===== src/sv/cpcm_pkg.sv =====
// ----------------------------------------------------------------------------
// cpcm_pkg: shared types for the closest-pair centroid merge block
// Size constants, controller states, command and status bundles, register
// indexes.
// ----------------------------------------------------------------------------
package cpcm_pkg;

  localparam int MAX_POINTS  = 64;
  localparam int MAX_DIMS    = 16;
  localparam int COORD_WIDTH = 16;

  localparam logic [4:0] REG_POINT_COUNT = 5'd0;
  localparam logic [4:0] REG_DIM_COUNT   = 5'd1;

  typedef enum logic [2:0] {
    ST_LOAD,
    ST_PAIR,
    ST_ACC,
    ST_DRAIN,
    ST_OUTRD,
    ST_OUT
  } state_t;

  // controller -> datapath
  typedef struct packed {
    logic load_wr;     // write incoming word, advance load position
    logic load_clr;    // restart loading
    logic pair_init;   // i=0,k=1, best reset
    logic acc_clr;     // clear accumulator, d=0
    logic acc_step;    // issue read for dimension d
    logic pair_done;   // compare and advance pair
    logic out_init;    // d=0 for output
    logic out_rd;      // read (and hold) the output dimension
    logic out_adv;     // advance output dimension
  } cmd_t;

  // datapath -> controller
  typedef struct packed {
    logic load_last;   // current word is the last of the run
    logic dim_last;    // current d is last dimension
    logic out_last;    // current output dimension is the last one
    logic pair_last;   // current pair is the last pair
    logic pipe_busy;   // squares still ahead of the accumulator
  } sts_t;

endpackage


===== src/sv/cpcm_ctrl.sv =====
// ----------------------------------------------------------------------------
// cpcm_ctrl: sequencer for load, pair search and result drain
// Walks the pair loop one dimension per cycle, then one result per dimension.
// ----------------------------------------------------------------------------
module cpcm_ctrl
  import cpcm_pkg::*;
(
  input  logic clk,
  input  logic rst_n,
  input  logic cfg_we,
  input  logic in_valid,
  output logic in_stall,
  output logic out_valid,
  input  logic out_stall,
  input  sts_t sts,
  output cmd_t cmd
);

  state_t state_r, state_nxt;

  always_ff @(posedge clk) begin
    if (!rst_n) state_r <= ST_LOAD;
    else        state_r <= state_nxt;
  end

  always_comb begin
    state_nxt = state_r;
    cmd       = '0;
    in_stall  = 1'b1;
    out_valid = 1'b0;
    unique case (state_r)
      ST_LOAD: begin
        in_stall = 1'b0;
        if (cfg_we) begin
          cmd.load_clr = 1'b1;
          in_stall     = 1'b1;
        end else if (in_valid) begin
          cmd.load_wr = 1'b1;
          if (sts.load_last) begin
            cmd.pair_init = 1'b1;
            cmd.acc_clr   = 1'b1;
            state_nxt     = ST_ACC;
          end
        end
      end
      ST_PAIR: begin
        cmd.acc_clr = 1'b1;
        state_nxt   = ST_ACC;
      end
      ST_ACC: begin
        cmd.acc_step = 1'b1;
        if (sts.dim_last) state_nxt = ST_DRAIN;
      end
      ST_DRAIN: begin
        // wait for the last square to reach the accumulator
        if (!sts.pipe_busy) begin
          state_nxt     = ST_PAIR;
          cmd.pair_done = 1'b1;
          if (sts.pair_last) begin
            cmd.out_init = 1'b1;
            state_nxt    = ST_OUTRD;
          end
        end
      end
      ST_OUTRD: begin
        cmd.out_rd = 1'b1;
        state_nxt  = ST_OUT;
      end
      ST_OUT: begin
        // keep the read address so a stalled word holds
        cmd.out_rd = 1'b1;
        out_valid  = 1'b1;
        if (!out_stall) begin
          cmd.out_adv = 1'b1;
          state_nxt   = sts.out_last ? ST_LOAD : ST_OUTRD;
        end
      end
      default: state_nxt = ST_LOAD;
    endcase
  end

endmodule


===== config.mk =====
export PLATFORM = sky130hd
export DESIGN_NAME = cpcm_ctrl
export DESIGN_NICKNAME = d
export VERILOG_FILES = /design/src/sv/cpcm_pkg.sv /design/src/sv/cpcm_ctrl.sv
export SDC_FILE = /design/constraint.sdc
export NUM_CORES = 1
export LEC_CHECK = 0
export BUFFER_PORTS_ARGS = -buffer_cell sky130_fd_sc_hd__buf_2
export CAP_MARGIN = 20
export CORE_AREA = 10 10 47 49
export DETAILED_ROUTE_END_ITERATION = 12
export DIE_AREA = 0 0 57 59
export GPL_TIMING_DRIVEN = 0
export HOLD_SLACK_MARGIN = 0.05
export PLACE_DENSITY = 0.52
export RECOVER_POWER = 50
export REMOVE_ABC_BUFFERS = 1
export SLEW_MARGIN = 5
export SYNTH_ARGS = -nofsm -noshare
export SYNTH_HDL_FRONTEND = slang
export SYNTH_SLANG_ARGS = --single-unit

===== constraint.sdc =====
create_clock -name clk -period 1.8 [get_ports clk]
set_input_delay 0.18 -clock clk [delete_from_list [all_inputs] [get_ports clk]]
set_output_delay 0.18 -clock clk [all_outputs]
set_load 0.1 [all_outputs]

; Word level (Yosys, flattened, before mapping)
; Cells that the tools add are included.
[totals]
out_inout_bits = 11
inputBits = 10
word_cells = 41
register_bits = 3
[classes]
mux = 26
reduce_logical = 3
eq_ne = 11
[op_table]
columns = cell, n
row1 = 3-bit 2-to-1 mux, 9
row2 = 3-bit case mux with 6 select lines, 1
row3 = 2-bit inequality test (second input constant), 6
row4 = 1-bit 2-to-1 mux, 10
row5 = 2-bit 2-to-1 mux, 5
row6 = 3-bit by 2-bit == test with 1-bit output (second input constant), 2
row7 = 3-bit == test (second input constant), 2
row8 = 6-bit AND reduction, 1
row9 = 3-bit by 1-bit == test with 1-bit output (second input constant), 1
row10 = 3-bit logical NOT, 1
row11 = 1-bit case mux with 2 select lines, 1
row12 = 2-bit OR reduction, 1

; Depth between registers and ports, before layout
; Gate-level depths: netlist of run 1.
[logic_depth]
ltp_word = 4
depth_mapped = 4
mapped_depth_nobuf = 3

; Worst setup path before layout of run 1
; OpenSTA, ideal clock, no wires.
[synth_timing]
kind = register to output
from = register state_r[0]
to = output cmd[2] in the netlist's numbering
arrival_ns = 3.583
stages_incl_launch_ff = 5
path_buffers = 1
path_slack_ns = -1.963
t_required_ns = 1.620
path_cell_list = dfxtp_1 > buf_4 > nand2_1 > nor3_1 > and2_1
[synth_rtl]
columns = element, line_no
row1 = "start, declared", cpcm_ctrl.sv:19  ; state_t state_r, state_nxt;
row2 = "start signal, assigned", cpcm_ctrl.sv:23  ; else state_r <= state_nxt;
row3 = "end, declared", cpcm_ctrl.sv:16  ; output cmd_t cmd

==> results of run 1 <==
==> repair_timing <==
| action | 4_1_cts | 5_1_grt |
|---|---|---|
| setup buffers | 0 | 0 |
| gates resized for setup | 5 | 4 |
| cloned | 0 | 0 |
| endpoints found under the setup margin | 3 | 7 |
| pin swaps | 0 | 0 |
==> cells in the mapped netlist <==
library cell | n | share of area [%]
or3_4 | 1 | 3.4
nor2_2 | 2 | 3.8
buf_6 | 1 | 3.4
nor3_1 | 2 | 3.0
nand3_1 | 1 | 1.5
inv_1 | 5 | 5.7
o22ai_1 | 1 | 1.9
nor2_1 | 4 | 4.6
and4b_2 | 1 | 3.4
a31oi_1 | 1 | 1.9
o211ai_1 | 2 | 4.6
and2b_2 | 1 | 2.7
dfxtp_1 | 3 | 18
a21oi_1 | 2 | 3.0
nor3b_1 | 1 | 2.3
nand2b_4 | 1 | 4.2
nor2b_1 | 2 | 3.8
o21ai_2 | 1 | 2.7
a2111oi_2 | 1 | 4.6
buf_4 | 1 | 2.3
and3b_1 | 2 | 5.3
nand2_1 | 6 | 6.8
and2_1 | 1 | 1.9
nand2b_1 | 1 | 1.9
and3b_2 | 1 | 3.0
==> placed cells by master (no fill, tap or decap) <==
cell type / count
buf_2: 12
nand2_1: 6
inv_1: 5
clkbuf_4: 5
nor2_1: 4
clkbuf_2: 3
nor2_2: 2
and3b_1: 2
nor3_1: 2
nor2b_1: 2
o211ai_1: 2
a21oi_1: 2
buf_6: 2
dfxtp_2: 2
nor3b_1: 1
and2b_2: 1
or3_4: 1
nand2b_4: 1
and2_1: 1
and3b_2: 1
o21ai_0: 1
a2111oi_0: 1
nand2b_1: 1
a31oi_1: 1
and4b_2: 1
nand3_1: 1
o22ai_1: 1
clkbuf_1: 1
buf_4: 1
dfxtp_1: 1
==> power breakdown <==
group | internal, mW | switching (mW)
logic | 0.0343 | 0.103
registers | 0.0702 | 0.00696
clock network | 0.0830 | 0.0330
==> area by class of cell <==
type | instances | area (um2)
clock buffer | 4 | 26.3
fill | 161 | 932
inverter | 5 | 18.8
multi-input combinational | 35 | 221
sequential | 3 | 62.6
tap | 16 | 20.0
timing repair buffer | 20 | 120
==> logic make-up (layout without fill, tap and decap cells) <==
kind of cell / after synthesis / count (layout)
simple gates: 27 / 27
compound gates: 8 / 8
buf+inv: 7 / 29
flops: 3 / 3
==> per-layer routing <==
metal  part of all wire, %  vias up  global-route usage, %
met5                     0        -                      0
met4                     0        0                   3.02
met2                    47       12                   8.68
met3                   6.1        0                   2.58
li1                      -      197                      -
met1                    47      159                   6.48
==> worst max-delay path, delay by kind of cell, from the launching register on <==
kind          cells  cell delay (ns)
simple gates      2             0.52
buf+inv           1             0.43
flops             1             0.38
==> path summary, 6_finish.rpt <==
check / end / slack (ns) / startpoint / depth (start not counted)
worst min-delay path: state_r[0]$_SDFFE_PN0P_ / 0.21 / rst_n / 3
worst max-delay path: cmd[7] / 0.06 / state_r[2]$_SDFFE_PN0P_ / 3
worst min register to register: state_r[0]$_SDFFE_PN0P_ / 0.58 / state_r[1]$_SDFFE_PN0P_ / 2
worst max register to register: state_r[1]$_SDFFE_PN0P_ / 0.54 / state_r[2]$_SDFFE_PN0P_ / 3
==> metrics.md, run 1 <==
| Metric | Value |
|---|---|
| Power per cell area | 704 nW/um2 |
| Final setup TNS | 0 ns |
| Nets@finish | 78 |
| Avg WL per Cell | 11.1 um |
| CORE AREA | 1400 um2 |
| Input/output buffers | 20 |
| Synth Area in Compound Gates | 18.6% |
| Setup crit start kind | flop |
| Worst-Margin Slew | 0.546 ns |
| Period utilisation layout | 96.5% |
| Initial antenna violation count | 0 |
| Max transition margin | 63.7% |
| DRT iter0 DRCs | 4 |
| Synthesized area per cell | 7.31 um2 |
| Drt drc | 0 |
| H-tree depth | 1 |
| Fin area | 469 um2 |
| First-pass GRT wire length | 1.60 mm |
| Post-synthesis adder-cell area fraction | 0% |
| Reg clk slew, reported paths | 0.04 ns |
| Overflow after GRT | 0 |
| Global-route usage over all layers | 5.69% |
| Synth Area in XOR/XNOR | 0% |
| CTS max path bufs | 2 |
| Register area share after synthesis | 18.3% |
| Cts bufs inserted | 3 |
| Area Growth Syn to Fin | 42.6% |
| Antenna-violating nets left | 0 |
| Class of the worst hold path | input port to flop |
| Die Span Y | 59 um |
| Clock Latency Late Sink | 0.23 ns |
| Synthesized netlist cell count | 45 |
| Number of flip-flops in the largest register | 3 |
| Io pins | 21 |
| DP HPWL | 757 um |
| Worst setup margin | 0.0624 ns |
| Largest regs | state_r (3) |
| CP Cell Sequence | or3_4 -> nor2_1 -> buf_2 |
| Mux share of post-synthesis cell area | 0% |
| Status | complete, no violations |
| Initial Utilization | 23.5% |
| Peak VDD IR | 0.242 mV |
| Yosys reg bits | 3 |
| Setup Viol. Count Final | 0 |
| Crit path required time | 1.62 ns |
| CTS sink cnt | 3 |
| CTS tree | done |
| Most flops, register | state_r |
| Layout cells sized above 1 | 47.8% |
| Leakage | 0.242 nW |
| Max incr delay on CP | 0.43 ns |
| Netlist cell types | 25 |
| Fin. max-slew vios | 0 |
| Die Footprint | 3360 um2 |
| N_diodes | 0 |
| Worst Path Arrival | 1.56 ns |
| Critical path peak fanout | 9 |
| Setup crit end kind | output pin |
| Clock skew | 0.00295 ns |
| Critical path type | flop to output pin |
| Largest net degree at the start of global routing | 14 |
| RSZ-0062 raised after global routing | no |
| Util after Layout | 33.5% |
| Placed cells | 79 |
| Synth warn | 0 |
| Place WS | 0.0925 ns |
| Slowest stage cell, crit path | or3_4 |
| Die X | 57 um |
| Vias/cell | 4.43 |
| Largest family of logic cells by synthesized area | simple AND/OR/NAND/NOR gates |
| Post-route insts no fill | 83 |
| Drt pass-1 iters | 4 |
| Cts hold-fix bufs | 0 |
| Gpl congestion | 0.721 |
| Netlist Area Pre-Place | 329 um2 |
| Root Buffer | clkbuf_4 |
| DR vias | 368 |
| Maxcap violations | 0 |
| Tot Pwr | 0.330 mW |
| Simple-gate share of the synthesized area | 51.7% |
| FMAX | 575 MHz |
| Vias in the first global route | 404 |
| Final hold viol count | 0 |
| Fin crit period | 1.74 ns |
| DP Area | 430 um2 |
| WHS | 0.210 ns |
| Cell row count | 14 |
| Routed WL | 918 um |
(Power assumes the default switching activity.)
==> run 2: changes to the inputs <==
--- a/config.mk
+++ b/config.mk
@@ -8,9 +8,10 @@
 export BUFFER_PORTS_ARGS = -buffer_cell sky130_fd_sc_hd__buf_2
 export CAP_MARGIN = 20
 export CORE_AREA = 10 10 47 49
+export CTS_CLUSTER_DIAMETER = 60
 export DETAILED_ROUTE_END_ITERATION = 12
 export DIE_AREA = 0 0 57 59
-export GPL_TIMING_DRIVEN = 0
+export GPL_TIMING_DRIVEN = 1
 export HOLD_SLACK_MARGIN = 0.05
 export PLACE_DENSITY = 0.52
 export RECOVER_POWER = 50
==> metrics.md, run 2 (same netlist as run 1, synthesis figures left out) <==
| Metric | Value |
|---|---|
| Reg clk slew, reported paths | 0.04 ns (about the same) |
| CORE AREA | 1400 um2 (unchanged) |
| FMAX | 588 MHz (+2.1%) |
| Cell row count | 14 (unchanged) |
| Crit path required time | 1.62 ns (about the same) |
| Class of the worst hold path | input port to flop |
| Worst-Margin Slew | 0.544 ns (-0.00200 ns) |
| Root Buffer | clkbuf_4 |
| Critical path peak fanout | 11 (+2) |
| Gpl congestion | 0.787 (+9.2%) |
| Setup Viol. Count Final | 0 (unchanged) |
| Fill cell count | 159 (-1.2%) |
| Clock Latency Late Sink | 0.25 ns (+0.02 ns) |
| Drt pass-1 iters | 2 (-2) |
| CTS max path bufs | 2 (unchanged) |
| Period utilisation layout | 94.6% (-2.0 points) |
| Max transition margin | 63.9% (+0.13 points) |
| Commonest non-fill, non-tap cell in the layout | buf_2 |
| DR vias | 384 (+4.3%) |
| Clock skew | 0.0120 ns (+0.00909 ns) |
| Worst Path Arrival | 1.52 ns (-0.04 ns) |
| DRT iter0 DRCs | 1 (-3) |
| Die X | 57 um (unchanged) |
| Slowest stage cell, crit path | dfxtp_1 |
| Largest net degree at the start of global routing | 12 (-2) |
| Vias in the first global route | 401 (-0.74%) |
| Avg WL per Cell | 12.5 um (+13%) |
| Cts hold-fix bufs | 0 (unchanged) |
| Global-route usage over all layers | 6.72% (+1.0 points) |
| Cts bufs inserted | 3 (unchanged) |
| Placed cells | 81 (+2.5%) |
| WHS | 0.195 ns (-0.0147 ns) |
| Maxcap violations | 0 (unchanged) |
| Antenna-violating nets left | 0 (unchanged) |
| Overflow after GRT | 0 (unchanged) |
| Setup crit start kind | flop |
| Area Growth Syn to Fin | 74.1% |
| First-pass GRT wire length | 1.79 mm (+12%) |
| Io pins | 21 (unchanged) |
| Layout cells sized above 1 | 47.8% (+0.065 points) |
| Multi-input logic area | 224 um2 (+1.1%) |
| Die Span Y | 59 um (unchanged) |
| Nets@finish | 80 (+2.6%) |
| Leakage | 0.277 nW (+14%) |
| Drt drc | 0 (unchanged) |
| DP HPWL | 922 um (+22%) |
| Most frequent cells in the layout | buf_2 (10), buf_12 (7), nand2_1 (6) |
| Number of flip-flops in the largest register | 3 (unchanged) |
| Most flops, register | state_r |
| Die Footprint | 3360 um2 (unchanged) |
| Peak VDD IR | 0.273 mV (+13%) |
| Max incr delay on CP | 0.39 ns (-0.04 ns) |
| Initial Utilization | 23.5% (unchanged) |
| Critical path type | flop to output pin |
| Routed WL | 1.07 mm (+16%) |
| Vias/cell | 4.52 (+1.9%) |
| Post-route insts no fill | 85 (+2.4%) |
| Fin. max-slew vios | 0 (unchanged) |
| Input/output buffers | 20 (unchanged) |
| H-tree depth | 1 (unchanged) |
| Fin crit period | 1.70 ns (-0.0356 ns) |
| Status | complete, no violations |
| Power per cell area | 627 nW/um2 (-11%) |
| CP Cell Sequence | or3_4 -> nand2b_4 -> nor2_2 -> buf_12 |
| Setup crit end kind | output pin |
| Initial antenna violation count | 0 (unchanged) |
| FF+latch area | 61.3 um2 (-2.0%) |
| CTS sink cnt | 3 (unchanged) |
| Final hold viol count | 0 (unchanged) |
| RSZ-0062 raised after global routing | no |
| Tot Pwr | 0.359 mW (+8.8%) |
| N_diodes | 0 (unchanged) |
| CTS tree | done |
| Largest regs | state_r (3) |
run 2: cell types whose count changed in the layout (fill, tap and decap cells not counted):
cell | before | now
buf_12 | 0 | 7
buf_2 | 12 | 10
buf_6 | 2 | 0
and2b_1 | 0 | 1
and2b_2 | 1 | 0
buf_4 | 1 | 2
clkbuf_2 | 3 | 2
clkbuf_4 | 5 | 4
dfxtp_1 | 1 | 2
dfxtp_2 | 2 | 1
o21ai_0 | 1 | 0
o21ai_2 | 0 | 1
run 2: critical path: cells and delay by family, from the launching register on:
kind | cells | cell delay, ns
flops | 1 | 0.39
buf+inv | 1 | 0.19
simple gates | 3 | 0.70
run 2: per-stage QoR:
step / worst slack (ns) / TNS, ns / util (%) / cell area [um2]
2_1_floorplan: -2.00 / -7.02 / - / 310
3_3_place_gp: 0.352 / 0 / 40.4 / 566
3_5_place_dp: 0.325 / 0 / 40.4 / 566
4_1_cts: 0.0569 / 0 / 42.2 / 592
5_1_grt: 0.0198 / 0 / 40.9 / 573
6_report: 0.0980 / 0 / 40.9 / 573
run 2: layer usage:
| metal | GRT usage, % | share of wire, % | up-vias |
|---|---|---|---|
| li1 | - | - | 202 |
| met1 | 6.48 | 41 | 168 |
| met2 | 10.9 | 48 | 12 |
| met3 | 3.43 | 8.0 | 2 |
| met4 | 5.03 | 2.3 | 0 |
| met5 | 0 | 0 | - |
run 2: cell type report:
cell class | instances | area share [%]
multi-input cells | 35 | 39.1
flip-flops and latches | 3 | 10.7
inverters | 5 | 3.28
clock buffers | 4 | 4.59
well taps | 16 | 3.49
repair buffers | 22 | 38.9
run 2: where the power goes:
part | leakage, nW | switching [mW] | total, mW | internal [mW]
clock | 0.0150 | 0.0427 | 0.126 | 0.0836
sequential | 0.0249 | 0.00597 | 0.0754 | 0.0695
combinational | 0.237 | 0.109 | 0.157 | 0.0487
total | 0.277 | 0.157 | 0.359 | 0.202
run 2: final timing paths:
path	startpoint	end	slack, ns	cells past startpoint
worst min-delay path	rst_n	state_r[0]$_SDFFE_PN0P_	0.19	3
worst min register to register	state_r[1]$_SDFFE_PN0P_	state_r[0]$_SDFFE_PN0P_	0.65	2
worst max-delay path	state_r[1]$_SDFFE_PN0P_	cmd[6]	0.1	4
worst max register to register	state_r[1]$_SDFFE_PN0P_	state_r[1]$_SDFFE_PN0P_	0.48	3
run 2: what timing repair did:
item	in CTS	in global routing
endpoints found under the hold margin	0	0
resized for setup	0	1
endpoints found under the setup margin	0	1
setup buffers	0	0
==> run 3: changes to the inputs <==
--- a/config.mk
+++ b/config.mk
@@ -13,7 +13,8 @@
 export DIE_AREA = 0 0 57 59
 export GPL_TIMING_DRIVEN = 1
 export HOLD_SLACK_MARGIN = 0.05
-export PLACE_DENSITY = 0.52
+export MAX_ROUTING_LAYER = met4
+export PLACE_DENSITY = 0.54
 export RECOVER_POWER = 50
 export REMOVE_ABC_BUFFERS = 1
 export SLEW_MARGIN = 5
==> constraint.sdc (replaced) <==
create_clock -name clk -period 1.53 [get_ports clk]
set_input_delay 0.153 -clock clk [delete_from_list [all_inputs] [get_ports clk]]
set_output_delay 0.153 -clock clk [all_outputs]
set_load 0.1 [all_outputs]
==> metrics.md, run 3 (same netlist as run 1, synthesis figures left out) <==
| Metric | Value |
|---|---|
| Worst-Margin Slew | 0.375 ns (-0.170 ns) |
| Post-route insts no fill | 90 (+5.9%) |
| Placed cells | 81 (unchanged) |
| Cell row count | 14 (unchanged) |
| Fin crit period | 1.61 ns |
| Leakage | 0.328 nW (+18%) |
| Met3 Use GR | 4.29% (+0.86 points) |
| CTS tree | done |
| FMAX | 622 MHz |
| FF+latch area | 66.3 um2 (+8.2%) |
| Largest net degree at the start of global routing | 12 (unchanged) |
| DP Area | 611 um2 (+8.0%) |
| Multi-input logic area | 250 um2 (+12%) |
| Vias/cell | 4.54 (+0.59%) |
| Overflow after GRT | 0 (unchanged) |
| CTS max path bufs | 2 (unchanged) |
| Peak VDD IR | 0.430 mV (+58%) |
| Critical path peak fanout | 4 (-7) |
| Setup Viol. Count Final | 3 (+3) |
| CTS sink cnt | 3 (unchanged) |
| Class of the worst hold path | input port to flop |
| Grt met2 use | 10.9% (unchanged) |
| Final hold viol count | 0 (unchanged) |
| Largest regs | state_r (3) |
| Clock skew | 0.00323 ns (-0.00881 ns) |
| DR vias | 409 (+6.5%) |
| Routed WL | 1.18 mm (+10%) |
| DRT iter0 DRCs | 6 (+5) |
| Place WS | 0.0915 ns (-0.234 ns) |
| Most frequent cells in the layout | buf_12 (11), buf_2 (9), buf_4 (7) |
| Nets@finish | 85 (+6.3%) |
| Final setup TNS | -0.208 ns (-0.208 ns) |
| Fill cell count | 151 (-5.0%) |
| Input/output buffers | 20 (unchanged) |
| Initial Utilization | 23.5% (unchanged) |
| Commonest non-fill, non-tap cell in the layout | buf_12 |
| Number of flip-flops in the largest register | 3 (unchanged) |
| N_diodes | 0 (unchanged) |
| Die Footprint | 3360 um2 (unchanged) |
| Drt pass-1 iters | 4 (+2) |
| Crit path required time | 1.38 ns (-0.24 ns) |
| Root Buffer | clkbuf_4 |
| Clock Latency Late Sink | 0.23 ns (-0.02 ns) |
| Die Span Y | 59 um (unchanged) |
| Cts bufs inserted | 3 (unchanged) |
| RSZ-0062 raised after global routing | yes |
| Global-route usage over all layers | 6.83% (+0.11 points) |
| Initial antenna violation count | 0 (unchanged) |
| Io pins | 21 (unchanged) |
| Worst setup margin | -0.0784 ns (-0.176 ns) |
| Maxcap violations | 0 (unchanged) |
| Fin. max-slew vios | 0 (unchanged) |
| Cts hold-fix bufs | 0 (unchanged) |
| Met1 GRT Util | 6.85% (+0.37 points) |
| DP HPWL | 864 um (-6.3%) |
| Most used routing layer | met2 |
| Avg WL per Cell | 13.1 um (+4.3%) |
| Area Growth Syn to Fin | 113% |
| Period utilisation layout | 105% |
| CORE AREA | 1400 um2 (unchanged) |
| Setup crit end kind | output pin |
| H-tree depth | 1 (unchanged) |
| First-pass GRT wire length | 1.75 mm (-2.3%) |
| Die X | 57 um (unchanged) |
| Worst Path Arrival | 1.46 ns (-0.06 ns) |
| Power per cell area | 643 nW/um2 (+2.7%) |
| Failing checks | negative setup slack |
| Status | complete, but fails checks |
| Most flops, register | state_r |
| Fin area | 699 um2 (+22%) |
| Drt drc | 0 (unchanged) |
| WHS | 0.200 ns (+0.00483 ns) |
| Tot Pwr | 0.450 mW (+25%) |
| Layout cells sized above 1 | 59.5% (+12 points) |
| Reg clk slew, reported paths | 0.04 ns (about the same) |
| Setup crit start kind | flop |
| Gpl congestion | 0.811 (+3.1%) |
| Vias in the first global route | 377 (-6.0%) |
| Antenna-violating nets left | 0 (unchanged) |
| R2R setup slack | 0.26 ns (-0.22 ns) |
| Critical path type | flop to output pin |
| Max transition margin | 74.8% (+11 points) |
| Util after Layout | 49.9% (+9.0 points) |
## run 3: final timing paths
kind                                start                 endpoint  cells after the start
setup reg to reg  state_r[2]$_SDFFE_PN0P_  state_r[0]$_SDFFE_PN0P_                      5
setup / recovery  state_r[2]$_SDFFE_PN0P_                   cmd[6]                      4
hold / removal                      rst_n  state_r[0]$_SDFFE_PN0P_                      3
hold reg to reg   state_r[1]$_SDFFE_PN0P_  state_r[0]$_SDFFE_PN0P_                      2
## run 3: routing by layer
metal	up-vias	share of wire, %
li1	214	-
met4	0	0.68
met5	-	0
met2	10	53
met3	2	6.3
met1	183	40
## run 3: where the power goes
| part | internal [mW] | switching [mW] |
|---|---|---|
| clock | 0.0979 | 0.0436 |
| combinational | 0.0833 | 0.137 |
| sequential | 0.0808 | 0.00691 |
| total | 0.262 | 0.188 |
## run 3: critical path: stages (launching register included)
cell and delay (ns):
dfxtp_4 0.34, or3_4 0.39, nand2b_4 0.18, nor2_4 0.13
buf_12 0.18
## run 3: final cells by class
cell class              count  share of cell area [%]
repair buffers             27                    45.4
well taps                  16                    2.86
inverters                   5                    2.68
clock buffers               4                    3.76
multi-input cells          35                    35.8
flip-flops and latches      3                    9.48
## run 3: what timing repair did
| item | 4_1_cts | 5_1_grt |
|---|---|---|
| pin swaps | 1 | 1 |
| setup endpoints to repair | 6 | 9 |
| gates resized for setup | 7 | 2 |
| buffers inserted | 2 | 3 |
| hold endpoints to repair | 0 | 0 |
